<file path="src/sv/numeric_literal_parser_macros.svh">
// ----------------------------------------------------------------------------
// Assertion macros for the numeric literal parser
// Concurrent checks on clk, disabled while rst_n is low; empty under SYNTH.
// ----------------------------------------------------------------------------
`ifndef NUMERIC_LITERAL_PARSER_MACROS_SVH
`define NUMERIC_LITERAL_PARSER_MACROS_SVH

`ifndef SYNTH
// antecedent implies consequent in the same cycle
`define NLP_ASSERT_SAME(lbl, ante, cons) \
  lbl: assert property (@(posedge clk) disable iff (!rst_n) (ante) |-> (cons)) \
    else $error("nlp assertion failed");
// antecedent implies consequent in the next cycle
`define NLP_ASSERT_NEXT(lbl, ante, cons) \
  lbl: assert property (@(posedge clk) disable iff (!rst_n) (ante) |=> (cons)) \
    else $error("nlp assertion failed");
`else
`define NLP_ASSERT_SAME(lbl, ante, cons)
`define NLP_ASSERT_NEXT(lbl, ante, cons)
`endif

`endif

</file>
<file path="src/sv/nlp_pkg.sv">
// ----------------------------------------------------------------------------
// nlp_pkg
// Shared types, character codes and helpers of the numeric literal parser.
// ----------------------------------------------------------------------------
package nlp_pkg;

  localparam int MAX_CONSUMED_DEF = 255;
  localparam int CH_W    = 8;
  localparam int VALUE_W = 32;
  localparam int CNT_W   = 8;
  localparam int OUT_TDATA_W = 48;

  localparam logic STATUS_OK   = 1'b0;
  localparam logic STATUS_FAIL = 1'b1;

  localparam logic [7:0] CH_NUL    = 8'h00;
  localparam logic [7:0] CH_TAB    = 8'h09;
  localparam logic [7:0] CH_SPACE  = 8'h20;
  localparam logic [7:0] CH_DOLLAR = 8'h24;
  localparam logic [7:0] CH_PCT    = 8'h25;
  localparam logic [7:0] CH_0      = 8'h30;
  localparam logic [7:0] CH_1      = 8'h31;
  localparam logic [7:0] CH_9      = 8'h39;
  localparam logic [7:0] CH_UA     = 8'h41;
  localparam logic [7:0] CH_UB     = 8'h42;
  localparam logic [7:0] CH_UF     = 8'h46;
  localparam logic [7:0] CH_UH     = 8'h48;
  localparam logic [7:0] CH_UX     = 8'h58;
  localparam logic [7:0] CH_LA     = 8'h61;
  localparam logic [7:0] CH_LB     = 8'h62;
  localparam logic [7:0] CH_LF     = 8'h66;
  localparam logic [7:0] CH_LH     = 8'h68;
  localparam logic [7:0] CH_LX     = 8'h78;

  typedef struct packed {
    logic [VALUE_W-1:0] value;
    logic               status;
    logic [CNT_W-1:0]   consumed;
  } nlp_res_t;

  function automatic logic is_dec(input logic [7:0] c);
    return (c >= CH_0) && (c <= CH_9);
  endfunction

  function automatic logic is_hex(input logic [7:0] c);
    return is_dec(c) || ((c >= CH_LA) && (c <= CH_LF)) || ((c >= CH_UA) && (c <= CH_UF));
  endfunction

  function automatic logic is_term(input logic [7:0] c);
    return (c == CH_SPACE) || (c == CH_TAB) || (c == CH_NUL);
  endfunction

  function automatic logic is_h(input logic [7:0] c);
    return (c == CH_LH) || (c == CH_UH);
  endfunction

  // low nibble works for digits; letters a-f / A-F have low nibble 1..6
  function automatic logic [3:0] hex_digit(input logic [7:0] c);
    logic [3:0] d;
    if (is_dec(c)) begin
      d = c[3:0];
    end else begin
      d = c[3:0] + 4'd9;
    end
    return d;
  endfunction

endpackage

</file>
<file path="src/sv/numeric_literal_parser.sv">
// ----------------------------------------------------------------------------
// numeric_literal_parser
// Streaming parser for one assembler numeric literal per NUL-ended string.
//
//   channel   dir  tdata fields (low bit up)                         tuser
//   in_       in   ch[7:0]                                           -
//   out_      out  value[31:0] status[32] consumed[40:33] pad[47:41] -
//
// One character is taken per cycle while the result register is free, through
// an input register and a result register with the parser state step between
// them. out_tvalid rises once the parse step has loaded the result register
// with the result for the character that ends the number.
// Reset (rst_n low, synchronous) returns to skipping leading white space.
// A stalled output holds its result; the input keeps flowing while the result
// register is empty or being taken in the same cycle.
// ----------------------------------------------------------------------------
`include "numeric_literal_parser_macros.svh"

module numeric_literal_parser #(
  parameter int MAX_CONSUMED = nlp_pkg::MAX_CONSUMED_DEF
) (
  input  logic                            clk,
  input  logic                            rst_n,
  input  logic                            in_tvalid,
  output logic                            in_tready,
  input  logic [7:0]                      in_tdata,   // ch[7:0]
  output logic                            out_tvalid,
  input  logic                            out_tready,
  // value[31:0], status[32], consumed[40:33], zero[47:41]
  output logic [nlp_pkg::OUT_TDATA_W-1:0] out_tdata
);
  import nlp_pkg::*;

  logic     ch_valid;
  logic [7:0] ch;
  logic     out_free;
  logic     step;
  logic     emit;
  nlp_res_t res;
  nlp_res_t out_res;

  assign step = ch_valid && out_free;

  nlp_in_stage u_in (
    .clk       (clk),
    .rst_n     (rst_n),
    .in_tvalid (in_tvalid),
    .in_tready (in_tready),
    .in_ch     (in_tdata),
    .take      (out_free),
    .valid     (ch_valid),
    .ch        (ch)
  );

  nlp_parse #(
    .MAX_CONSUMED (MAX_CONSUMED)
  ) u_parse (
    .clk   (clk),
    .rst_n (rst_n),
    .step  (step),
    .ch    (ch),
    .emit  (emit),
    .res   (res)
  );

  nlp_out_stage u_out (
    .clk        (clk),
    .rst_n      (rst_n),
    .load       (step && emit),
    .res        (res),
    .free       (out_free),
    .out_tvalid (out_tvalid),
    .out_tready (out_tready),
    .out_res    (out_res)
  );

  assign out_tdata = {(OUT_TDATA_W - VALUE_W - 1 - CNT_W)'(0),
                      out_res.consumed, out_res.status, out_res.value};

  `NLP_ASSERT_SAME(a_sink_ready_frees_input, out_tready, in_tready)
  `NLP_ASSERT_NEXT(a_result_needs_char, !out_tvalid && !ch_valid, !out_tvalid)
  `NLP_ASSERT_SAME(a_fail_is_zero, out_tvalid && (out_res.status == STATUS_FAIL), (out_res.value == '0) && (out_res.consumed == '0))
  `NLP_ASSERT_SAME(a_consumed_bound, out_tvalid, 17'(out_res.consumed) <= 17'(MAX_CONSUMED))

endmodule

</file>
<file path="src/sv/nlp_in_stage.sv">
// ----------------------------------------------------------------------------
// nlp_in_stage
// Input register: holds one character until the parse stage takes it.
// ----------------------------------------------------------------------------
module nlp_in_stage (
  input  logic                clk,
  input  logic                rst_n,
  input  logic                in_tvalid,
  output logic                in_tready,
  input  logic [7:0]          in_ch,
  input  logic                take,
  output logic                valid,
  output logic [7:0]          ch
);
  import nlp_pkg::*;

  logic       valid_r, valid_nxt;
  logic [7:0] ch_r;

  assign in_tready = !valid_r || take;

  always_comb begin
    valid_nxt = valid_r;
    if (in_tready) begin
      valid_nxt = in_tvalid;
    end
  end

  always_ff @(posedge clk) begin
    if (!rst_n) begin
      valid_r <= 1'b0;
    end else begin
      valid_r <= valid_nxt;
    end
  end

  always_ff @(posedge clk) begin
    if (in_tready && in_tvalid) begin
      ch_r <= in_ch;
    end
  end

  assign valid = valid_r;
  assign ch    = ch_r;

endmodule

</file>
<file path="src/sv/nlp_parse.sv">
// ----------------------------------------------------------------------------
// nlp_parse
// Parser state and accumulators; one character is processed per step.
// ----------------------------------------------------------------------------
module nlp_parse #(
  parameter int MAX_CONSUMED = nlp_pkg::MAX_CONSUMED_DEF
) (
  input  logic              clk,
  input  logic              rst_n,
  input  logic              step,
  input  logic [7:0]        ch,
  output logic              emit,
  output nlp_pkg::nlp_res_t res
);
  import nlp_pkg::*;

  localparam int IDX_W = $clog2(MAX_CONSUMED + 1);

  typedef enum logic [2:0] {
    PH_SKIP, PH_ZERO, PH_BARE, PH_BAREHEX, PH_PHEX, PH_PBIN, PH_DRAIN
  } phase_t;

  phase_t               phase_r, phase_nxt;
  logic [VALUE_W-1:0]   hex_r, hex_nxt;
  logic [VALUE_W-1:0]   dec_r, dec_nxt;
  logic [IDX_W-1:0]     idx_r, idx_nxt;

  logic                 fire;
  logic                 ok;
  logic [VALUE_W-1:0]   val;
  logic [VALUE_W-1:0]   hex_sh4;
  logic [VALUE_W-1:0]   hex_sh1;
  logic [VALUE_W-1:0]   dec_x10;
  logic [16:0]          idx_wide;

  assign hex_sh4  = (hex_r << 4) + VALUE_W'(hex_digit(ch));
  assign hex_sh1  = (hex_r << 1) + VALUE_W'(ch[0]);
  assign dec_x10  = (dec_r << 3) + (dec_r << 1) + VALUE_W'(ch[3:0]);
  assign idx_wide = 17'(idx_r);

  always_comb begin
    phase_nxt = phase_r;
    hex_nxt   = hex_r;
    dec_nxt   = dec_r;
    idx_nxt   = idx_r;
    fire      = 1'b0;
    ok        = 1'b0;
    val       = '0;

    case (phase_r)
      PH_SKIP: begin
        if ((ch == CH_SPACE) || (ch == CH_TAB)) begin
          phase_nxt = PH_SKIP;
        end else if (ch == CH_DOLLAR) begin
          phase_nxt = PH_PHEX;
        end else if (ch == CH_PCT) begin
          phase_nxt = PH_PBIN;
        end else if (ch == CH_0) begin
          phase_nxt = PH_ZERO;
        end else if (is_dec(ch)) begin
          hex_nxt   = hex_sh4;
          dec_nxt   = dec_x10;
          phase_nxt = PH_BARE;
        end else if (is_hex(ch)) begin
          hex_nxt   = hex_sh4;
          phase_nxt = PH_BAREHEX;
        end else begin
          fire = 1'b1;
        end
      end
      PH_ZERO, PH_BARE: begin
        if ((phase_r == PH_ZERO) && ((ch == CH_LX) || (ch == CH_UX))) begin
          phase_nxt = PH_PHEX;
        end else if ((phase_r == PH_ZERO) && ((ch == CH_LB) || (ch == CH_UB))) begin
          phase_nxt = PH_PBIN;
        end else if (is_dec(ch)) begin
          hex_nxt   = hex_sh4;
          dec_nxt   = dec_x10;
          phase_nxt = PH_BARE;
        end else if (is_hex(ch)) begin
          hex_nxt   = hex_sh4;
          phase_nxt = PH_BAREHEX;
        end else if (is_h(ch)) begin
          fire = 1'b1;
          ok   = 1'b1;
          val  = hex_r;
        end else if (is_term(ch)) begin
          fire = 1'b1;
          ok   = 1'b1;
          val  = dec_r;
        end else begin
          fire = 1'b1;
        end
      end
      PH_BAREHEX: begin
        if (is_hex(ch)) begin
          hex_nxt = hex_sh4;
        end else begin
          fire = 1'b1;
          ok   = is_h(ch) || is_term(ch);
          val  = hex_r;
        end
      end
      PH_PHEX: begin
        if (is_hex(ch)) begin
          hex_nxt = hex_sh4;
        end else begin
          fire = 1'b1;
          ok   = is_term(ch);
          val  = hex_r;
        end
      end
      PH_PBIN: begin
        if ((ch == CH_0) || (ch == CH_1)) begin
          hex_nxt = hex_sh1;
        end else begin
          fire = 1'b1;
          ok   = is_term(ch);
          val  = hex_r;
        end
      end
      PH_DRAIN: begin
        phase_nxt = PH_DRAIN;
      end
      default: begin
        phase_nxt = PH_SKIP;
      end
    endcase

    // count every character taken without a result, outside the drain
    if (!fire && (phase_r != PH_DRAIN) && (idx_r < IDX_W'(MAX_CONSUMED))) begin
      idx_nxt = idx_r + 1'b1;
    end

    if (fire) begin
      phase_nxt = PH_DRAIN;
    end

    // NUL ends the string: rearm for the next one
    if ((ch == CH_NUL) && (fire || (phase_r == PH_DRAIN))) begin
      phase_nxt = PH_SKIP;
      hex_nxt   = '0;
      dec_nxt   = '0;
      idx_nxt   = '0;
    end
  end

  always_ff @(posedge clk) begin
    if (!rst_n) begin
      phase_r <= PH_SKIP;
      hex_r   <= '0;
      dec_r   <= '0;
      idx_r   <= '0;
    end else if (step) begin
      phase_r <= phase_nxt;
      hex_r   <= hex_nxt;
      dec_r   <= dec_nxt;
      idx_r   <= idx_nxt;
    end
  end

  assign emit         = fire;
  assign res.value    = ok ? val : '0;
  assign res.status   = ok ? STATUS_OK : STATUS_FAIL;
  assign res.consumed = !ok ? '0 : ((idx_wide > 17'd255) ? 8'hFF : idx_wide[7:0]);

endmodule

</file>
<file path="src/sv/nlp_out_stage.sv">
// ----------------------------------------------------------------------------
// nlp_out_stage
// Result register: holds one parse result until the sink takes it.
// ----------------------------------------------------------------------------
module nlp_out_stage (
  input  logic              clk,
  input  logic              rst_n,
  input  logic              load,
  input  nlp_pkg::nlp_res_t res,
  output logic              free,
  output logic              out_tvalid,
  input  logic              out_tready,
  output nlp_pkg::nlp_res_t out_res
);
  import nlp_pkg::*;

  logic     valid_r, valid_nxt;
  nlp_res_t res_r;

  assign free = !valid_r || out_tready;

  always_comb begin
    valid_nxt = valid_r;
    if (load) begin
      valid_nxt = 1'b1;
    end else if (out_tready) begin
      valid_nxt = 1'b0;
    end
  end

  always_ff @(posedge clk) begin
    if (!rst_n) begin
      valid_r <= 1'b0;
    end else begin
      valid_r <= valid_nxt;
    end
  end

  always_ff @(posedge clk) begin
    if (load) begin
      res_r <= res;
    end
  end

  assign out_tvalid = valid_r;
  assign out_res    = res_r;

endmodule

</file>
<file path="config.mk">
export PLATFORM = sky130hd
export DESIGN_NAME = numeric_literal_parser
export DESIGN_NICKNAME = d
export VERILOG_FILES = /design/src/sv/nlp_pkg.sv /design/src/sv/numeric_literal_parser.sv /design/src/sv/nlp_in_stage.sv /design/src/sv/nlp_parse.sv /design/src/sv/nlp_out_stage.sv
export VERILOG_INCLUDE_DIRS = /design/src /design/src/sv
export SDC_FILE = /design/constraint.sdc
export NUM_CORES = 1
export LEC_CHECK = 0
export BUFFER_PORTS_ARGS = -buffer_cell sky130_fd_sc_hd__buf_2
export CORE_MARGIN = 5
export CORE_UTILIZATION = 47
export DETAILED_ROUTE_END_ITERATION = 6
export GPL_TIMING_DRIVEN = 0
export SYNTH_ARGS = -nofsm -noshare
export SYNTH_HDL_FRONTEND = slang
export SYNTH_SLANG_ARGS = --single-unit
</file>
<file path="constraint.sdc">
create_clock -name clk -period 4.42 [get_ports clk]
set_clock_uncertainty 0.2 [all_clocks]
set_input_delay 0.221 -clock clk [delete_from_list [all_inputs] [get_ports clk]]
set_output_delay 0.221 -clock clk [all_outputs]
set_load 0.02 [all_outputs]
</file>
==> results.txt, run 1 <==
----------------------------------------------------
[STA]
  Worst Tran Pin Value ... 0.807 ns
  Ratio of final minimum period to clock period ... between 80% and 90%
  Total count of hold-check failures in the final report ... 0
  Final Max Slew Viols ... 0
  RSZ-0062 raised after global routing ... no
  Achievable clock frequency ... approximately 0.26 GHz
  Minimum clock period after layout ... 3.87 ns
  Final setup violating endpoints ... 0
  Final hold slack ... 0.192 ns
  Total negative slack ... 0 ns
  Worst slew margin relative to its limit ... a little under half

[Synthesis]
  Complex-gate fraction of the synthesized area ... 24.1%
  Arithmetic-cell share of the synthesized area counting full adders, half adders and majority gates ... between 10% and 20%
  Distinct cells, synth ... 76
  Most area-hungry cell type in the Yosys netlist ... sky130_fd_sc_hd__dfxtp_1
  Number of instances in the synthesized netlist ... roughly 940
  Mean cell area of the mapped netlist ... just under 9 um2
  Top cells by count, synth ... sky130_fd_sc_hd__nand2_1 (128), sky130_fd_sc_hd__a21oi_1 (103), sky130_fd_sc_hd__dfxtp_1 (77), sky130_fd_sc_hd__nor2_1 (75), sky130_fd_sc_hd__ha_1 (64)
  Most instantiated flip-flop cell in the synthesis netlist ... sky130_fd_sc_hd__dfxtp_1
  Main combinational cell family by area after synthesis ... compound AO/OA/AOI/OAI gates
  Top-area cell type share of the netlist area ... 19.0%
  Post-synthesis share of cell area spent on xor and xnor gates ... about 3.7%
  Simple logic cell fraction of the synthesized area ... a little under 20%
  YS warnings ... 0
  Number of flops mapped to enable cells by yosys ... about 50
  Fraction of the yosys area taken by sequential cells ... 37.2%
  Mux share of post-synthesis cell area ... less than 1%
  Summed instance area of the synthesized netlist ... between 0.008 and 0.009 mm2
  Ranking of synthesized cells by area ... sky130_fd_sc_hd__dfxtp_1 (19%), sky130_fd_sc_hd__edfxtp_1 (18%), sky130_fd_sc_hd__ha_1 (9.9%)
  Flop and latch count out of synthesis ... between 100 and 150
  Share of flip-flops with an asynchronous set or reset after synthesis ... 0%
  Most frequent cell after synthesis ... sky130_fd_sc_hd__nand2_1

[Worst hold path]
  Hold path endpoint ... u_parse.dec_r[31]$_SDFFE_PN0P_
  Type of the most critical hold path ... in -> reg
  Startpoint of the most critical hold path ... rst_n
  Cells on Worst Hold Path ... 5

[Setup path]
  Critical path class ... reg -> reg
  Maximum cell stage delay along the critical path ... 0.55 ns
  Setup crit start kind ... flip-flop
  Kind of capture point of the worst setup path ... flip-flop
  Critical-path cell with the highest stage delay ... sky130_fd_sc_hd__edfxtp_1
  Worst flop-to-flop path startpoint ... u_in.ch[1]$_DFFE_PP_
  Cells along the critical path ... inv_1 > ha_1 > or4b_1 > a41o_1 > inv_2 > clkbuf_1 > a21o_1 > and2_2 > buf_12
  Arrival time at the worst endpoint ... between 3 and 4 ns
  Top delay family on crit path ... buffers and inverters
  Maximum fanout count along the critical path ... 33
  Required time of the critical path ... around 4.3 ns
  Setup slack, reg-to-reg ... ~0.55 ns
  R2R Path End ... u_out.out_res[17]$_SDFFCE_PN0P_
  Number of buffers and inverters on the critical path ... 4
  R2r worst-path depth ... 9

[Drt]
  Post-route ant nets ... 0
  Wire length after detailed routing ... around 22 mm
  Overall via count from detail_route ... roughly 7200
  1st-pass router iterations ... 7
  Routed wire per std cell ... around 17 um
  Detailed Route Iter0 Violations ... around 670
  Detailed-route vias per instance ... between 5 and 6
  Drc violations ... 0

[Clock tree]
  Hold bufs inserted after CTS ... 10
  Num CTS Buffers ... 17
  Number of clock sinks seen by CTS ... roughly 130
  Clock Path Buffers ... 2
  Post-CTS repair timing setup buffer count ... 0
  Clock-pin slew of the registers on the worst-case setup and hold paths ... 0.06 ns
  CTS tree ... built
  Clk Latency, worst-skew pair ... approximately 0.42 ns
  Quantity of gates resized following cts ... 0
  CTS root buffer ... sky130_fd_sc_hd__clkbuf_16
  Max H-tree Level ... 4

[Final layout]
  Area of combinational cells with multiple inputs ... 0.00471 mm2
  Final standard cell utilization of the core ... 55.2%
  Layout overhead on the synthesized area ... 16.6%
  Fraction of layout cells with a size suffix above 1 ... between 10% and 20%
  Sequential standard cell area ... between 0.003 and 0.004 mm2
  Antenna Diode Count ... 0
  # nets final ... 1106
  Layout fillers ... roughly 1600

[Floorplanning]
  Width of the die ... ~140 um
  Initial core utilization ... between 40% and 50%
  CORE AREA ... roughly 0.017 mm2
  Number of I/O pins ... a little over 60
  Die boundary height ... approximately 140 um
  Rows ... 48
  Total Die Area ... 0.0200 mm2

[Power]
  Internal Power ... 0.00237 W
  Switch share ... 23.9%
  Leakage power ... about 3.7 nW
  Cell Pwr Density ... 330 mW/mm2
  Psw ... about 0.00075 W
  Sequential Power Share ... about two fifths
  Power share of the combinational group ... under 10%
  Clk pwr share ... between 50% and 60%
  Peak supply drop ... 282 uV

[Place]
  Port Buffers ... 54
  Final weighted congestion in routability-driven placement ... around 0.89
  DPL Wire Length ... roughly 16 mm

[GRT]
  Maximum number of pins on one net before global-route repair ... 34
  Number of antenna violations at the first check in global routing ... 0
  Total overflow reported by the global router ... 0
  Number of global-route vias before repair ... 6795
  Wire length of the first global-routing pass ... 35.5 mm
  Global Route Usage Sum ... between 20% and 30%

[Run status]
  Outcome ... complete, no violations

[Flow run]
  Max-cap viol count ... 0

----------------------------------------------------
-- worst max-delay path by stage --
stage,from,cells after the start,endpoint
2_1_floorplan,u_in.ch[1]$_DFFE_PP_,8,u_out.out_res[0]$_SDFFCE_PN0P_
3_3_place_gp,u_in.ch[1]$_DFFE_PP_,8,u_out.out_res[17]$_SDFFCE_PN0P_
3_5_place_dp,u_in.ch[1]$_DFFE_PP_,9,u_out.out_res[17]$_SDFFCE_PN0P_
4_1_cts,u_in.ch[1]$_DFFE_PP_,9,u_out.out_res[19]$_SDFFCE_PN0P_
5_1_grt,u_in.ch[1]$_DFFE_PP_,9,u_out.out_res[17]$_SDFFCE_PN0P_
6_report,u_in.ch[1]$_DFFE_PP_,9,u_out.out_res[17]$_SDFFCE_PN0P_
-- worst reg2reg max path, stage by stage (launching register included) --
cell and delay, ns:
sky130_fd_sc_hd__edfxtp_1 0.55, sky130_fd_sc_hd__inv_1 0.17, sky130_fd_sc_hd__ha_1 0.31, sky130_fd_sc_hd__or4b_1 0.53, sky130_fd_sc_hd__a41o_1 0.32, sky130_fd_sc_hd__inv_2 0.17, sky130_fd_sc_hd__clkbuf_1 0.46, sky130_fd_sc_hd__a21o_1 0.21
sky130_fd_sc_hd__and2_2 0.36, sky130_fd_sc_hd__buf_12 0.25
-- logic make-up after synthesis --
family                   count (synthesis)
buffers and inverters                   85
AND/OR/NAND/NOR                        329
multiplexers                             1
flip-flops                             126
XOR/XNOR                                34
AO/OA/AOI/OAI                          296
adder cells (fa/ha/maj)                 66
other                                    1
-- flip-flops by register name (all words and copies together) (netlist names) --
signal / flops
u_in.ch: 8
u_in.valid: 1
u_out.out_res: 41
u_out.out_tvalid: 1
u_parse.dec_r: 32
u_parse.hex_r: 32
u_parse.idx_r: 8
u_parse.phase_r: 3
-- placed cells by master (no fill, tap or decap), types with 8 or more instances in the layout --
| cell | n |
|---|---|
| sky130_fd_sc_hd__nor3_1 | 17 |
| sky130_fd_sc_hd__xor2_1 | 9 |
| sky130_fd_sc_hd__xnor2_1 | 25 |
| sky130_fd_sc_hd__a22oi_1 | 33 |
| sky130_fd_sc_hd__nand3_1 | 22 |
| sky130_fd_sc_hd__clkbuf_16 | 17 |
| sky130_fd_sc_hd__clkbuf_1 | 33 |
| sky130_fd_sc_hd__buf_4 | 11 |
| sky130_fd_sc_hd__nor2_1 | 75 |
| sky130_fd_sc_hd__a21oi_1 | 103 |
| sky130_fd_sc_hd__inv_1 | 24 |
| sky130_fd_sc_hd__ha_1 | 64 |
| sky130_fd_sc_hd__a31oi_1 | 12 |
| sky130_fd_sc_hd__buf_2 | 69 |
| sky130_fd_sc_hd__o21ai_1 | 33 |
| sky130_fd_sc_hd__a21o_1 | 19 |
| sky130_fd_sc_hd__nor2b_1 | 19 |
| sky130_fd_sc_hd__edfxtp_1 | 49 |
| sky130_fd_sc_hd__o21ai_0 | 17 |
| sky130_fd_sc_hd__dfxtp_1 | 77 |
| sky130_fd_sc_hd__nand2_1 | 128 |
| sky130_fd_sc_hd__nand4_1 | 14 |
| sky130_fd_sc_hd__o31ai_1 | 8 |
| sky130_fd_sc_hd__nand2b_1 | 12 |
| sky130_fd_sc_hd__dlygate4sd3_1 | 10 |
-- area by class of cell --
type / count / area share [%]
tap: 225 / 2.98
sequential: 126 / 31.9
clock inverter: 10 / 1.96
clock buffer: 22 / 4.91
timing repair buffer: 65 / 4.13
inverter: 25 / 0.993
multi-input combinational: 733 / 49.9
buffer: 60 / 3.26
-- metrics by stage --
stage | setup slack (ns) | instances | power (W) | area, um2
6_report | 0.549 | 1266 | 0.00312 | 9450
5_1_grt | 0.348 | 1266 | 0.00322 | 9450
4_1_cts | 0.564 | 1266 | 0.00314 | 9450
3_3_place_gp | -0.459 | 1223 | 0.00157 | 8680
3_5_place_dp | 0.565 | 1224 | 0.00158 | 8700
2_1_floorplan | 0.652 | 944 | 0.00149 | 8130
-- power by group through the flow --
stage | Combinational, W | Sequential (W) | Clock, W
global placement | 0.000285 | 0.00129 | 0
detailed placement | 0.000290 | 0.00129 | 0
finish | 0.000297 | 0.00126 | 0.00156
CTS | 0.000297 | 0.00126 | 0.00158
floorplan | 0.000168 | 0.00132 | 0
global route | 0.000325 | 0.00127 | 0.00163
-- routing by layer --
layer | vias up | routed length [um] | global-route usage (%)
met1 | 3368 | 10400 | 31.4
met4 | 0 | 296 | 6.68
met3 | 26 | 1100 | 3.27
met2 | 186 | 9970 | 34.4
li1 | 3597 | - | -
met5 | - | 0 | 0
(Power assumes the default switching activity.)
==> run 2: changes to the inputs <==
- BUFFER_PORTS_ARGS: -buffer_cell sky130_fd_sc_hd__buf_2 -> -buffer_cell sky130_fd_sc_hd__clkbuf_2
==> run 2 against run 1 <==
Critical path depth unchanged. Flip-flop and latch count did not move. Sequential power hardly changed. Critical path type unchanged. Fmax down 0.73%. Wire length increased by 1.3%. Power shrank 1.8%. Combinational power barely moved. Count of clock-buffer cells in the layout fell by 2. Global-route usage up 0.38 points. Cell area decreased by 0.13%. Critical endpoint is now u_out.out_res[19]$_SDFFCE_PN0P_. Non-clock buffer count increased by 1. Largest cell class unchanged. Utilization shrank 0.073 points.
==> results.txt, run 2 (same netlist as run 1, synthesis figures left out) <==
----------------------------------------------------
[Run status]
  Outcome ... complete, no violations

[STA]
  Final Max Slew Viols ... 0 (unchanged)
  RSZ-0062 raised after global routing ... no
  Achievable clock frequency ... 0.256 GHz (-0.73%)
  Final setup violating endpoints ... 0 (unchanged)
  Setup slack after layout ... 0.521 ns (-0.0283 ns)
  Minimum clock period after layout ... 3.90 ns (+0.0283 ns)
  Ratio of final minimum period to clock period ... 88.2% (+0.64 points)
  Worst slew margin relative to its limit ... 46.9% (+0.92 points)
  Worst Tran Pin Value ... 0.793 ns (-0.0137 ns)
  Total count of hold-check failures in the final report ... 0 (unchanged)

[Flow run]
  Max-cap viol count ... 0 (unchanged)

[GRT]
  Number of antenna violations at the first check in global routing ... 0 (unchanged)
  Total overflow reported by the global router ... 0 (unchanged)
  Routing layer with the top usage in global route ... met2
  Number of global-route vias before repair ... 6816 (+0.31%)
  Maximum number of pins on one net before global-route repair ... 34 (unchanged)
  Met3 usage ... 3.94% (+0.67 points)
  Met2 track utilization from global routing ... 35.0% (+0.55 points)
  Met1 Use GR ... 31.5% (+0.14 points)
  Global Route Usage Sum ... 22.3% (+0.38 points)
  Wire length of the first global-routing pass ... 35.9 mm (+1.1%)

[Place]
  Port Buffers ... 54 (unchanged)
  Final weighted congestion in routability-driven placement ... 0.899 (+0.59%)
  Post-placement worst setup slack ... 0.573 ns (+0.00799 ns)
  DPL Wire Length ... 15.7 mm (-0.52%)
  Instance area after placement ... 0.00870 mm2 (unchanged)

[Power]
  Total Power ... 0.00306 W (-1.8%)
  Leakage power ... 3.70 nW (about the same)
  Peak supply drop ... 270 uV (-4.0%)
  Clk pwr share ... 48.9% (-1.1 points)
  Psw ... 0.000784 W (+5.0%)
  Sequential Power Share ... 41.3% (+0.8 points)
  Switch share ... 25.6% (+1.6 points)
  Cell Pwr Density ... 325 mW/mm2 (-1.6%)
  Internal Power ... 0.00228 W (-3.9%)
  Power share of the combinational group ... 9.8% (+0.3 points)

[Clock tree]
  Clk Latency, worst-skew pair ... 0.43 ns (about the same)
  Number of clock sinks seen by CTS ... 126 (unchanged)
  Num CTS Buffers ... 17 (unchanged)
  Clock-pin slew of the registers on the worst-case setup and hold paths ... 0.06 ns (about the same)
  CTS tree ... built
  Max H-tree Level ... 4 (unchanged)
  CTS root buffer ... sky130_fd_sc_hd__clkbuf_16
  Clock Path Buffers ... 2 (unchanged)

[Setup path]
  Setup crit start kind ... flip-flop
  Kind of capture point of the worst setup path ... flip-flop
  Critical path class ... reg -> reg
  Maximum fanout count along the critical path ... 33 (unchanged)
  Required time of the critical path ... 4.33 ns (about the same)
  Arrival time at the worst endpoint ... 3.81 ns (+0.03 ns)

[Floorplanning]
  Width of the die ... 141 um (unchanged)
  Total Die Area ... 0.0200 mm2 (unchanged)
  Die boundary height ... 141 um (unchanged)
  CORE AREA ... 0.0171 mm2 (unchanged)
  Rows ... 48 (unchanged)
  Number of I/O pins ... 62 (unchanged)
  Initial core utilization ... 47.4% (unchanged)

[Final layout]
  Design Area, Final ... 0.00944 mm2 (-0.13%)
  Highest-count cells in the layout ignoring fill and taps ... sky130_fd_sc_hd__nand2_1 (128), sky130_fd_sc_hd__a21oi_1 (103), sky130_fd_sc_hd__dfxtp_1 (77), sky130_fd_sc_hd__nor2_1 (75), sky130_fd_sc_hd__ha_1 (64)
  Commonest non-fill, non-tap cell in the layout ... sky130_fd_sc_hd__nand2_1
  # nets final ... 1107 (+0.090%)
  Fraction of layout cells with a size suffix above 1 ... 13.1% (+0.18 points)
  Flip-flop count of the largest register, all copies and words added ... 41 (unchanged)
  Antenna Diode Count ... 0 (unchanged)
  Layout overhead on the synthesized area ... 16.4%

[Drt]
  Overall via count from detail_route ... 7217 (+0.56%)
  1st-pass router iterations ... 5 (-2)
  Drc violations ... 0 (unchanged)
  Post-route ant nets ... 0 (unchanged)
  Detailed Route Iter0 Violations ... 653 (-2.2%)
  Detailed-route vias per instance ... 5.70 (+0.48%)
  Wire length after detailed routing ... 22.1 mm (+1.3%)
  Routed wire per std cell ... 17.4 um (+1.2%)

[Worst hold path]
  Type of the most critical hold path ... in -> reg

----------------------------------------------------
[run 2: cell count changes in the layout (fill, tap and decap cells not counted), sizes merged]
cell,change
buf,-54
clkbuf,+52
bufinv,-2
clkinv,+2
clkinvlp,+1
dlygate4sd3,+1
inv,+1
[run 2: critical path, stage by stage (launching register included)]
cell and delay (ns):
sky130_fd_sc_hd__edfxtp_1 0.55, sky130_fd_sc_hd__inv_1 0.17, sky130_fd_sc_hd__ha_1 0.31, sky130_fd_sc_hd__or4b_1 0.53, sky130_fd_sc_hd__a41o_1 0.32, sky130_fd_sc_hd__inv_2 0.17
sky130_fd_sc_hd__clkbuf_1 0.46, sky130_fd_sc_hd__a21o_1 0.22, sky130_fd_sc_hd__and2_2 0.35, sky130_fd_sc_hd__buf_12 0.25
[run 2: power by group through the flow]
stage | logic [W] | clock network [W] | registers [W]
final | 0.000300 | 0.00150 | 0.00126
after global routing | 0.000325 | 0.00157 | 0.00127
after CTS | 0.000299 | 0.00152 | 0.00126
after detailed placement | 0.000289 | 0 | 0.00129
after global placement | 0.000284 | 0 | 0.00129
after floorplan | 0.000168 | 0 | 0.00132
[run 2: worst paths after layout]
path / startpoint / cells after the start / to / slack (ns)
worst max-delay path: u_in.ch[1]$_DFFE_PP_ / 9 / u_out.out_res[19]$_SDFFCE_PN0P_ / 0.52
worst min-delay path: rst_n / 5 / u_parse.dec_r[31]$_SDFFE_PN0P_ / 0.19
worst max register to register: u_in.ch[1]$_DFFE_PP_ / 9 / u_out.out_res[19]$_SDFFCE_PN0P_ / 0.52
worst min register to register: u_parse.hex_r[31]$_SDFFE_PN0P_ / 2 / u_parse.hex_r[31]$_SDFFE_PN0P_ / 0.28
[run 2: area by class of cell]
cell class	instances	area (um2)
fillers	1613	7680
repair buffers	66	400
multi-input cells	733	4710
inverters	25	93.8
clock inverters	12	159
clock buffers	20	468
flip-flops and latches	126	3010
plain buffers	60	308
well taps	225	282
[run 2: metrics by stage]
step / hold WS [ns] / utilization, % / std cells / TNS [ns]
final: 0.190 / 55.1 / 1267 / 0
after global routing: 0.202 / 55.1 / 1267 / 0
after CTS: 0.188 / 55.1 / 1267 / 0
after detailed placement: 0.200 / 50.8 / 1224 / 0
after global placement: 0.198 / 50.7 / 1223 / -18.55
after floorplan: 0.120 / - / 944 / 0
[run 2: metal layers]
| layer | up-vias | routed length, um |
|---|---|---|
| met4 | 0 | 325 |
| li1 | 3589 | - |
| met5 | - | 0 |
| met1 | 3384 | 10700 |
| met2 | 217 | 9990 |
| met3 | 27 | 1050 |
[run 2: timing repair]
item / CTS / global route
hold buffers: 11 / 0
endpoints found under the hold margin: 10 / 0
buffers inserted: 0 / 0
resized for setup: 0 / 0
